File: src/rtl/core/rfa_pkg.sv
// shared types and codes for the rational fraction alu
`default_nettype none

package rfa_pkg;

    localparam int DATA_WIDTH_DEF = 32;
    localparam int QUEUE_DEPTH    = 2;

    typedef logic [1:0] t_func;
    localparam t_func F_ADD = 2'd0;
    localparam t_func F_SUB = 2'd1;
    localparam t_func F_MUL = 2'd2;
    localparam t_func F_DIV = 2'd3;

    typedef logic [1:0] t_kind;
    localparam t_kind K_PASS = 2'd0;
    localparam t_kind K_MUL  = 2'd1;
    localparam t_kind K_ADD  = 2'd2;
    localparam t_kind K_SUB  = 2'd3;

    typedef struct packed {
        t_kind kind;
        logic  err;
    } t_ctl;

    localparam int CTL_W = $bits(t_ctl);

endpackage

`default_nettype wire

File: src/rtl/core/rfa_front.sv
// input stage: accepts an item and sorts it into a job kind
`default_nettype none

module rfa_front #(
    parameter int DATA_WIDTH = rfa_pkg::DATA_WIDTH_DEF
) (
    input  wire logic                         i_clk,
    input  wire logic                         i_rst_n,
    input  wire logic                         push,
    output logic                              full,
    input  wire rfa_pkg::t_func               i_func,
    input  wire logic signed [DATA_WIDTH-1:0] i_a_num,
    input  wire logic signed [DATA_WIDTH-1:0] i_a_den,
    input  wire logic signed [DATA_WIDTH-1:0] i_b_num,
    input  wire logic signed [DATA_WIDTH-1:0] i_b_den,
    output logic                              o_valid,
    output rfa_pkg::t_ctl                     o_ctl,
    output logic [DATA_WIDTH-1:0]             o_an,
    output logic [DATA_WIDTH-1:0]             o_ad,
    output logic [DATA_WIDTH-1:0]             o_bn,
    output logic [DATA_WIDTH-1:0]             o_bd,
    input  wire logic                         i_take
);
    import rfa_pkg::*;

    logic                  r_valid;
    t_ctl                  r_ctl, n_ctl;
    logic [DATA_WIDTH-1:0] r_an, r_ad, r_bn, r_bd;
    logic [DATA_WIDTH-1:0] n_an, n_ad, n_bn, n_bd;
    logic                  accept;

    assign full   = r_valid && !i_take;
    assign accept = push && !full;

    always_comb begin
        n_ctl.err  = 1'b0;
        n_ctl.kind = K_PASS;
        n_an = i_a_num;
        n_ad = i_a_den;
        n_bn = i_b_num;
        n_bd = i_b_den;
        unique case (i_func)
            F_ADD, F_SUB: begin
                if (i_a_den == i_b_den) begin
                    n_ctl.kind = K_PASS;
                    n_an = (i_func == F_ADD) ? i_a_num + i_b_num : i_a_num - i_b_num;
                end else begin
                    n_ctl.kind = (i_func == F_ADD) ? K_ADD : K_SUB;
                end
            end
            F_MUL: n_ctl.kind = K_MUL;
            F_DIV: begin
                n_ctl.kind = K_MUL;
                n_bn = i_b_den;
                n_bd = i_b_num;
            end
            default: n_ctl.kind = K_PASS;
        endcase
        if (i_a_den == '0 || i_b_den == '0) begin
            n_ctl.kind = K_PASS;
            n_ctl.err  = 1'b1;
            n_an = '0;
            n_ad = DATA_WIDTH'(1);
        end
    end

    always_ff @(posedge i_clk) begin
        if (!i_rst_n) begin
            r_valid <= 1'b0;
        end else if (accept) begin
            r_valid <= 1'b1;
        end else if (i_take) begin
            r_valid <= 1'b0;
        end
    end

    always_ff @(posedge i_clk) begin
        if (accept) begin
            r_ctl <= n_ctl;
            r_an  <= n_an;
            r_ad  <= n_ad;
            r_bn  <= n_bn;
            r_bd  <= n_bd;
        end
    end

    assign o_valid = r_valid;
    assign o_ctl   = r_ctl;
    assign o_an    = r_an;
    assign o_ad    = r_ad;
    assign o_bn    = r_bn;
    assign o_bd    = r_bd;

endmodule

`default_nettype wire

File: src/rtl/core/rfa_fifo.sv
// short job queue between front and back
`default_nettype none

module rfa_fifo #(
    parameter int WIDTH = 8,
    parameter int DEPTH = rfa_pkg::QUEUE_DEPTH
) (
    input  wire logic             i_clk,
    input  wire logic             i_rst_n,
    input  wire logic             i_wr,
    input  wire logic [WIDTH-1:0] i_wdata,
    output logic                  o_full,
    input  wire logic             i_rd,
    output logic [WIDTH-1:0]      o_rdata,
    output logic                  o_empty
);
    localparam int PW = $clog2(DEPTH);

    logic [WIDTH-1:0] r_mem [DEPTH];
    logic [PW-1:0]    r_wp, r_rp;
    logic [PW:0]      r_cnt;
    logic             wr, rd;

    assign o_full  = r_cnt == (PW+1)'(DEPTH);
    assign o_empty = r_cnt == '0;
    assign wr      = i_wr && !o_full;
    assign rd      = i_rd && !o_empty;
    assign o_rdata = r_mem[r_rp];

    always_ff @(posedge i_clk) begin
        if (!i_rst_n) begin
            r_wp  <= '0;
            r_rp  <= '0;
            r_cnt <= '0;
        end else begin
            if (wr) begin
                r_wp <= r_wp + 1'b1;
            end
            if (rd) begin
                r_rp <= r_rp + 1'b1;
            end
            if (wr && !rd) begin
                r_cnt <= r_cnt + 1'b1;
            end else if (rd && !wr) begin
                r_cnt <= r_cnt - 1'b1;
            end
        end
    end

    always_ff @(posedge i_clk) begin
        if (wr) begin
            r_mem[r_wp] <= i_wdata;
        end
    end

endmodule

`default_nettype wire

File: src/rtl/core/rfa_arith.sv
// shared iterative unit: wrapping multiply or truncating signed divide, one bit a cycle
`default_nettype none

module rfa_arith #(
    parameter int DATA_WIDTH = rfa_pkg::DATA_WIDTH_DEF
) (
    input  wire logic                  i_clk,
    input  wire logic                  i_rst_n,
    input  wire logic                  i_start,
    input  wire logic                  i_mul,
    input  wire logic [DATA_WIDTH-1:0] i_a,
    input  wire logic [DATA_WIDTH-1:0] i_b,
    output logic                       o_done,
    output logic [DATA_WIDTH-1:0]      o_quo,
    output logic [DATA_WIDTH-1:0]      o_rem
);
    localparam int W  = DATA_WIDTH;
    localparam int CW = $clog2(W + 1);

    logic          r_busy, r_done, r_mul, r_qneg, r_rneg;
    logic [CW-1:0] r_cnt;
    logic [W-1:0]  r_x, r_y, r_acc, r_q, r_r;
    logic [W-1:0]  n_x, n_y, n_acc, mag_a, mag_b;
    logic [W:0]    sh, diff;
    logic          last;

    assign mag_a = i_a[W-1] ? -i_a : i_a;
    assign mag_b = i_b[W-1] ? -i_b : i_b;
    assign last  = r_cnt == CW'(1);
    assign sh    = {r_acc, r_x[W-1]};
    assign diff  = sh - {1'b0, r_y};

    always_comb begin
        if (r_mul) begin
            n_acc = r_acc + (r_y[0] ? r_x : '0);
            n_x   = r_x << 1;
            n_y   = r_y >> 1;
        end else begin
            n_y = r_y;
            if (!diff[W]) begin
                n_acc = diff[W-1:0];
                n_x   = {r_x[W-2:0], 1'b1};
            end else begin
                n_acc = sh[W-1:0];
                n_x   = {r_x[W-2:0], 1'b0};
            end
        end
    end

    always_ff @(posedge i_clk) begin
        if (!i_rst_n) begin
            r_busy <= 1'b0;
            r_done <= 1'b0;
            r_cnt  <= '0;
        end else begin
            r_done <= 1'b0;
            if (i_start) begin
                if (!i_mul && i_b == '0) begin
                    r_done <= 1'b1;
                end else begin
                    r_busy <= 1'b1;
                    r_cnt  <= CW'(W);
                end
            end else if (r_busy) begin
                r_cnt <= r_cnt - 1'b1;
                if (last) begin
                    r_busy <= 1'b0;
                    r_done <= 1'b1;
                end
            end
        end
    end

    always_ff @(posedge i_clk) begin
        if (i_start) begin
            r_mul  <= i_mul;
            r_acc  <= '0;
            r_qneg <= i_a[W-1] ^ i_b[W-1];
            r_rneg <= i_a[W-1];
            if (i_mul) begin
                r_x <= i_a;
                r_y <= i_b;
            end else begin
                r_x <= mag_a;
                r_y <= mag_b;
            end
            if (!i_mul && i_b == '0) begin
                r_q <= '0;
                r_r <= i_a;
            end
        end else if (r_busy) begin
            r_acc <= n_acc;
            r_x   <= n_x;
            r_y   <= n_y;
            if (last) begin
                if (r_mul) begin
                    r_q <= n_acc;
                end else begin
                    r_q <= r_qneg ? -n_x : n_x;
                    r_r <= r_rneg ? -n_acc : n_acc;
                end
            end
        end
    end

    assign o_done = r_done;
    assign o_quo  = r_q;
    assign o_rem  = r_r;

endmodule

`default_nettype wire

File: src/rtl/core/rfa_back.sv
// job sequencer: gcd, lcm, scaling and product steps on the shared unit, plus result register
`default_nettype none

module rfa_back #(
    parameter int DATA_WIDTH = rfa_pkg::DATA_WIDTH_DEF
) (
    input  wire logic                   i_clk,
    input  wire logic                   i_rst_n,
    input  wire logic                   i_valid,
    input  wire rfa_pkg::t_ctl          i_ctl,
    input  wire logic [DATA_WIDTH-1:0]  i_an,
    input  wire logic [DATA_WIDTH-1:0]  i_ad,
    input  wire logic [DATA_WIDTH-1:0]  i_bn,
    input  wire logic [DATA_WIDTH-1:0]  i_bd,
    output logic                        o_take,
    output logic                        empty,
    input  wire logic                   pop,
    output logic signed [DATA_WIDTH-1:0] o_res_num,
    output logic signed [DATA_WIDTH-1:0] o_res_den,
    output logic                        o_zero_den_error
);
    import rfa_pkg::*;

    localparam int W = DATA_WIDTH;

    localparam logic [3:0] ST_IDLE = 4'd0;
    localparam logic [3:0] ST_GCD1 = 4'd1;
    localparam logic [3:0] ST_DAN  = 4'd2;
    localparam logic [3:0] ST_DAD  = 4'd3;
    localparam logic [3:0] ST_GCD2 = 4'd4;
    localparam logic [3:0] ST_MP   = 4'd5;
    localparam logic [3:0] ST_DL   = 4'd6;
    localparam logic [3:0] ST_DKA  = 4'd7;
    localparam logic [3:0] ST_MTA  = 4'd8;
    localparam logic [3:0] ST_DKB  = 4'd9;
    localparam logic [3:0] ST_MTB  = 4'd10;
    localparam logic [3:0] ST_FIN  = 4'd11;
    localparam logic [3:0] ST_MD   = 4'd12;
    localparam logic [3:0] ST_MN   = 4'd13;
    localparam logic [3:0] ST_OUT  = 4'd14;

    logic [3:0]   r_state;
    logic         r_wait, r_err, r_ovalid, r_oerr;
    t_kind        r_kind;
    logic [W-1:0] r_an, r_ad, r_bn, r_bd, r_ga, r_gb, r_p, r_k, r_ta, r_tb;
    logic [W-1:0] r_rn, r_rd, r_onum, r_oden;

    logic         u_start, u_mul, u_done, gcd_end, unit_state, load_out;
    logic [W-1:0] u_a, u_b, u_quo, u_rem;

    assign gcd_end  = (r_state == ST_GCD1 || r_state == ST_GCD2) && r_gb == '0;
    assign u_start  = unit_state && !r_wait && !gcd_end;
    assign o_take   = r_state == ST_IDLE && i_valid;
    assign load_out = r_state == ST_OUT && (!r_ovalid || pop);

    always_comb begin
        unit_state = 1'b1;
        u_mul = 1'b0;
        u_a   = r_ga;
        u_b   = r_gb;
        unique case (r_state)
            ST_GCD1, ST_GCD2: begin
                u_a = r_ga;
                u_b = r_gb;
            end
            ST_DAN: begin
                u_a = r_an;
                u_b = r_ga;
            end
            ST_DAD: begin
                u_a = r_ad;
                u_b = r_ga;
            end
            ST_MP, ST_MD: begin
                u_mul = 1'b1;
                u_a   = r_ad;
                u_b   = r_bd;
            end
            ST_DL: begin
                u_a = r_p;
                u_b = r_ga;
            end
            ST_DKA: begin
                u_a = r_p;
                u_b = r_ad;
            end
            ST_MTA: begin
                u_mul = 1'b1;
                u_a   = r_an;
                u_b   = r_k;
            end
            ST_DKB: begin
                u_a = r_p;
                u_b = r_bd;
            end
            ST_MTB: begin
                u_mul = 1'b1;
                u_a   = r_bn;
                u_b   = r_k;
            end
            ST_MN: begin
                u_mul = 1'b1;
                u_a   = r_an;
                u_b   = r_bn;
            end
            default: unit_state = 1'b0;
        endcase
    end

    rfa_arith #(
        .DATA_WIDTH(W)
    ) u_arith (
        .i_clk   (i_clk),
        .i_rst_n (i_rst_n),
        .i_start (u_start),
        .i_mul   (u_mul),
        .i_a     (u_a),
        .i_b     (u_b),
        .o_done  (u_done),
        .o_quo   (u_quo),
        .o_rem   (u_rem)
    );

    always_ff @(posedge i_clk) begin
        if (!i_rst_n) begin
            r_state  <= ST_IDLE;
            r_wait   <= 1'b0;
            r_ovalid <= 1'b0;
        end else begin
            if (load_out) begin
                r_ovalid <= 1'b1;
            end else if (pop) begin
                r_ovalid <= 1'b0;
            end
            if (u_start) begin
                r_wait <= 1'b1;
            end else if (u_done) begin
                r_wait <= 1'b0;
            end
            unique case (r_state)
                ST_IDLE: begin
                    if (i_valid) begin
                        unique case (i_ctl.kind)
                            K_PASS:  r_state <= ST_OUT;
                            K_MUL:   r_state <= ST_MD;
                            K_ADD:   r_state <= ST_GCD1;
                            K_SUB:   r_state <= ST_GCD2;
                            default: r_state <= ST_OUT;
                        endcase
                    end
                end
                ST_GCD1: if (gcd_end) r_state <= ST_DAN;
                ST_GCD2: if (gcd_end) r_state <= ST_MP;
                ST_DAN:  if (u_done) r_state <= ST_DAD;
                ST_DAD:  if (u_done) r_state <= ST_GCD2;
                ST_MP:   if (u_done) r_state <= ST_DL;
                ST_DL:   if (u_done) r_state <= ST_DKA;
                ST_DKA:  if (u_done) r_state <= ST_MTA;
                ST_MTA:  if (u_done) r_state <= ST_DKB;
                ST_DKB:  if (u_done) r_state <= ST_MTB;
                ST_MTB:  if (u_done) r_state <= ST_FIN;
                ST_FIN:  r_state <= ST_OUT;
                ST_MD:   if (u_done) r_state <= ST_MN;
                ST_MN:   if (u_done) r_state <= ST_OUT;
                ST_OUT:  if (load_out) r_state <= ST_IDLE;
                default: r_state <= ST_IDLE;
            endcase
        end
    end

    always_ff @(posedge i_clk) begin
        case (r_state)
            ST_IDLE: begin
                r_kind <= i_ctl.kind;
                r_err  <= i_ctl.err;
                r_an   <= i_an;
                r_ad   <= i_ad;
                r_bn   <= i_bn;
                r_bd   <= i_bd;
                r_rn   <= i_an;
                r_rd   <= i_ad;
                if (i_ctl.kind == K_ADD) begin
                    r_ga <= i_an;
                    r_gb <= i_ad;
                end else begin
                    r_ga <= i_ad;
                    r_gb <= i_bd;
                end
            end
            ST_GCD1, ST_GCD2: begin
                if (u_done) begin
                    r_ga <= r_gb;
                    r_gb <= u_rem;
                end
            end
            ST_DAN: if (u_done) r_an <= u_quo;
            ST_DAD: begin
                if (u_done) begin
                    r_ad <= u_quo;
                    r_ga <= u_quo;
                    r_gb <= r_bd;
                end
            end
            ST_MP:  if (u_done) r_p <= u_quo;
            ST_DL:  if (u_done) r_p <= u_quo;
            ST_DKA: if (u_done) r_k <= u_quo;
            ST_MTA: if (u_done) r_ta <= u_quo;
            ST_DKB: if (u_done) r_k <= u_quo;
            ST_MTB: if (u_done) r_tb <= u_quo;
            ST_FIN: begin
                r_rn <= (r_kind == K_ADD) ? r_ta + r_tb : r_ta - r_tb;
                r_rd <= r_p;
            end
            ST_MD:  if (u_done) r_rd <= u_quo;
            ST_MN:  if (u_done) r_rn <= u_quo;
            default: ;
        endcase
        if (load_out) begin
            r_onum <= r_rn;
            r_oden <= r_rd;
            r_oerr <= r_err;
        end
    end

    assign empty            = !r_ovalid;
    assign o_res_num        = r_onum;
    assign o_res_den        = r_oden;
    assign o_zero_den_error = r_oerr;

endmodule

`default_nettype wire

File: src/rtl/core/rational_fraction_alu.sv
// rational fraction alu: front stage, job queue and iterative back end
// back end works one item at a time, running each step on the shared iterative unit
// multiply and divide items: 2 unit steps
// unequal-denominator add: 8 unit steps, subtract: 6, each plus its gcd remainder steps
// equal-denominator and zero-denominator items pass through without unit steps
// synchronous active-low reset empties the queue and the result register
`default_nettype none

module rational_fraction_alu #(
    parameter int DATA_WIDTH = rfa_pkg::DATA_WIDTH_DEF
) (
    input  wire logic                         i_clk,
    input  wire logic                         i_rst_n,
    input  wire logic                         push,
    output logic                              full,
    input  wire rfa_pkg::t_func               i_func,
    input  wire logic signed [DATA_WIDTH-1:0] i_a_num,
    input  wire logic signed [DATA_WIDTH-1:0] i_a_den,
    input  wire logic signed [DATA_WIDTH-1:0] i_b_num,
    input  wire logic signed [DATA_WIDTH-1:0] i_b_den,
    output logic                              empty,
    input  wire logic                         pop,
    output logic signed [DATA_WIDTH-1:0]      o_res_num,
    output logic signed [DATA_WIDTH-1:0]      o_res_den,
    output logic                              o_zero_den_error
);
    import rfa_pkg::*;

    localparam int W  = DATA_WIDTH;
    localparam int QW = CTL_W + 4 * W;

    logic          f_valid, q_full, q_empty, b_take;
    t_ctl          f_ctl, q_ctl;
    logic [W-1:0]  f_an, f_ad, f_bn, f_bd, q_an, q_ad, q_bn, q_bd;
    logic [QW-1:0] q_rdata;

    rfa_front #(
        .DATA_WIDTH(W)
    ) u_front (
        .i_clk   (i_clk),
        .i_rst_n (i_rst_n),
        .push    (push),
        .full    (full),
        .i_func  (i_func),
        .i_a_num (i_a_num),
        .i_a_den (i_a_den),
        .i_b_num (i_b_num),
        .i_b_den (i_b_den),
        .o_valid (f_valid),
        .o_ctl   (f_ctl),
        .o_an    (f_an),
        .o_ad    (f_ad),
        .o_bn    (f_bn),
        .o_bd    (f_bd),
        .i_take  (!q_full)
    );

    rfa_fifo #(
        .WIDTH(QW),
        .DEPTH(QUEUE_DEPTH)
    ) u_fifo (
        .i_clk   (i_clk),
        .i_rst_n (i_rst_n),
        .i_wr    (f_valid),
        .i_wdata ({f_ctl, f_an, f_ad, f_bn, f_bd}),
        .o_full  (q_full),
        .i_rd    (b_take),
        .o_rdata (q_rdata),
        .o_empty (q_empty)
    );

    assign {q_ctl, q_an, q_ad, q_bn, q_bd} = q_rdata;

    rfa_back #(
        .DATA_WIDTH(W)
    ) u_back (
        .i_clk            (i_clk),
        .i_rst_n          (i_rst_n),
        .i_valid          (!q_empty),
        .i_ctl            (q_ctl),
        .i_an             (q_an),
        .i_ad             (q_ad),
        .i_bn             (q_bn),
        .i_bd             (q_bd),
        .o_take           (b_take),
        .empty            (empty),
        .pop              (pop),
        .o_res_num        (o_res_num),
        .o_res_den        (o_res_den),
        .o_zero_den_error (o_zero_den_error)
    );

    a_take_needs_item: assert property (@(posedge i_clk) disable iff (!i_rst_n)
        b_take |-> !q_empty)
        else $error("back end took a job from an empty queue");

    a_front_blocks: assert property (@(posedge i_clk) disable iff (!i_rst_n)
        (f_valid && q_full) |-> full)
        else $error("input accepted while front stage is blocked");

    a_err_result: assert property (@(posedge i_clk) disable iff (!i_rst_n)
        (!empty && o_zero_den_error) |-> (o_res_num == '0 && o_res_den == W'(1)))
        else $error("zero denominator item did not give 0/1");

endmodule

`default_nettype wire

File: config.mk
export PLATFORM = sky130hd
export DESIGN_NAME = rational_fraction_alu
export DESIGN_NICKNAME = d
export VERILOG_FILES = /design/src/rtl/core/rfa_pkg.sv /design/src/rtl/core/rfa_front.sv /design/src/rtl/core/rfa_fifo.sv /design/src/rtl/core/rfa_arith.sv /design/src/rtl/core/rfa_back.sv /design/src/rtl/core/rational_fraction_alu.sv
export SDC_FILE = /design/constraint.sdc
export NUM_CORES = 2
export LEC_CHECK = 0
export BUFFER_PORTS_ARGS = -buffer_cell sky130_fd_sc_hd__buf_2
export CORE_MARGIN = 2
export CORE_UTILIZATION = 45
export CTS_BUF_LIST = sky130_fd_sc_hd__clkbuf_4
export CTS_CLUSTER_SIZE = 14
export DETAILED_ROUTE_END_ITERATION = 12
export HOLD_SLACK_MARGIN = 0.03
export PLACE_DENSITY_LB_ADDON = 0.05
export SLEW_MARGIN = 10
export SYNTH_ARGS = -nofsm -noshare
export SYNTH_HDL_FRONTEND = slang
export SYNTH_SLANG_ARGS = --single-unit
File: constraint.sdc
create_clock -name i_clk -period 12.2 [get_ports i_clk]
set_input_delay 1.22 -clock i_clk [delete_from_list [all_inputs] [get_ports i_clk]]
set_output_delay 1.22 -clock i_clk [all_outputs]
set_load 0.005 [all_outputs]
==> results.toml <==
[outcome]
outcome = "finished, violations left"
violations = "capacitance limit"

[place]
port_buffers = 200
dp_hpwl_mm = 138
placedCellCount = 6090
dpl_worst_slack_ns = 5.95
place_congestion = 0.968
postPlaceCellArea_um2 = 56000

[sta]
rsz0062_at_grt = "false"
fmax_mhz = 163
holdWs_ns = 0.223
fin_tns_setup_ns = 0
clock_skew_ns = 0.108
drv_slew = 0
period_minus_slack_ns = 6.14
setup_viol = 0
tightest_slew_ns = 1.45
fin_crit_sh = 0.504
max-slew-margin-rel = 0.00646
fin_ws_ns = 6.06
hold_viol_final = 0

[synthesis]
synth-seq-cells = 1028
synthTopCellsByArea = "edfxtp_1 55%, mux2_2 3.6%, ha_1 3.2%"
synth_common_cells = "976 x edfxtp_1, 365 x nor2_1, 313 x o21ai_0, 312 x nand2_1, 301 x a21oi_1"
synth_seq_area_share = 0.572
synth_most_common_cell = "edfxtp_1"
synth_area_leader_cell = "edfxtp_1"
synth_edf_count = 976
avgSynthCellArea_um2 = 11.8
synth_ff_type = "edfxtp_1"
synth_cells = 4497
ys_types = 93
synth_fp_nets = 4770
ys_async_sr_fraction = 0
ys_warn_count = 0
netlist_area_um2 = 53100
synth_top_cell_area_share = 0.552

[clocking]
cts_setup_buffers = 0
cts_buffer_depth = 4
htreeDepth = 5
cts_tree = "done"
ctsHoldBuffers = 0
clkLatencyLatePin_ns = 1.24
clk_pin_slew_worst_paths_ns = 0.07
cts_made_buffers = 300
cts_resized = 0
clockRootBuffer = "clkbuf_4"
cts.sinks = 1028

[drt]
dr.pass1.iters = 9
drc = 0
wl_mm = 190
ant_nets = 0
avgViaCountPerCell = 6.08
via_count = 40055
drt_iter0_markers = 4998
routedWlPerCell_um = 28.9

[global_route]
grt_start_max_net_pins = 97
grt_pass1_vias = 38355
antenna_found_initial = 22
grt_overflow_total = 0
grt_util_all_layers = 0.312
grt_pass1_wl_mm = 272

[layout]
final_nets = 5129
top_register = "u_fifo.r_mem"
finalCoreUtilization = 0.507
area_delta_synth_final_pct = 12.4
fin_cells = 6587
final.fill_count = 10670
multi_input_area_um2 = 21700
largest_register_ffs = 262
fin_area_um2 = 59700
drive_gt1_frac = 0.198
final-seq-area_um2 = 30400

[worst_setup_path]
rrSetupSlack_ns = 6.06
worstSetupStartpointType = "flip-flop"
r2r_start = "u_back.u_arith.r_y[0]"
critical_path_peak_fanout = 33
critPathArrivalTime_ns = 7.12
reg2reg_depth = 20
required_ns = 13.17
end_kind = "flip-flop"
crit_type = "flip-flop to flip-flop"
r2r_end = "u_back.u_arith.o_rem[30]"

[die]
die_x_um = 347
coreArea_um2 = 118000
rows = 126
die_area_um2 = 121000
start_util = 0.451
die_height_um = 347
io_pins = 201

[pwr]
p_total_mw = 17.3
peakVddDrop_mv = 0.217
power_density_nw_per_um2 = 290
power_leakage_nw = 21.6

[worst_hold_path]
holdPathEnd = "u_front.o_valid"
hold_path_startpoint = "push"
min_path_cells = 2
hp-class = "primary input to flip-flop"

[job]
maxCapViolCount = 1
where the power goes:
part / switching (mW) / internal [mW]
Combinational: 5.57 / 2.60
Clock: 1.46 / 1.74
Sequential: 0.660 / 5.30
placed cells by master, fill, tap and decap left out, drive strengths merged, types with 163 or more instances in the layout:
cell	synthesis	routed
a22oi	163	163
xor2	166	166
buf	44	292
o21ai	320	320
mux2	168	168
nor2	366	366
nand2	313	313
clkbuf	191	433
a21oi	302	302
edfxtp	976	976
cell families (layout without fill, tap and decap cells):
| family | count (synthesis) | in the layout | share of synthesized area |
|---|---|---|---|
| fa+ha+maj | 139 | 139 | 0.0333 |
| simple gates | 1105 | 1105 | 0.0994 |
| mux | 314 | 314 | 0.0632 |
| other cells | 0 | 7 | 0 |
| xor+xnor | 327 | 327 | 0.0539 |
| flops | 1028 | 1028 | 0.572 |
| compound gates | 1255 | 1255 | 0.155 |
| buf+inv | 329 | 876 | 0.0237 |
area by class of cell:
class	instances	area share
clock inverter	57	0.00629
clock buffer	433	0.0545
multi-input combinational	3140	0.364
antenna	7	0.000293
sequential	1028	0.509
inverter	94	0.00591
timing repair buffer	292	0.0288
tap	1536	0.0322
worst max-delay path, stage by stage (launching register included):
cell and delay, ns:
edfxtp_1 0.33, buf_4 0.34, ha_1 0.26, inv_1 0.06, fa_1 0.42, a211oi_1 0.28, o211ai_1 0.28, nand4_1 0.28
a21oi_4 0.14, o21ai_1 0.41, nand2_1 0.64, nor2_1 0.26, o31a_1 0.21, ha_1 0.19, nand2_1 0.09, a211oi_2 0.34
nand3_2 0.24, or4_4 0.60, o31ai_1 0.32, xor2_1 0.19, o21ai_1 0.07
worst max-delay path by stage:
stage,to,startpoint
floorplan,u_back.r_rd[0],u_back.r_state[3]
global placement,u_front.o_an[31],i_b_num[1]
detailed placement,u_front.o_an[31],i_b_num[1]
CTS,u_back.u_arith.o_rem[30],u_back.u_arith.r_y[0]
global route,u_back.u_arith.o_rem[30],u_back.u_arith.r_y[0]
finish,u_back.u_arith.o_rem[30],u_back.u_arith.r_y[0]
routing by layer:
layer | share of wire | up-vias | routed length [um] | track usage
met3 | 0.093 | 322 | 17700 | 0.0656
met4 | 0.040 | 16 | 7690 | 0.129
met2 | 0.44 | 2121 | 84100 | 0.470
met1 | 0.42 | 19532 | 80900 | 0.437
met5 | 0.00057 | - | 109 | 0
li1 | - | 18064 | - | -
No activity file was read; power rests on OpenSTA's default activity.
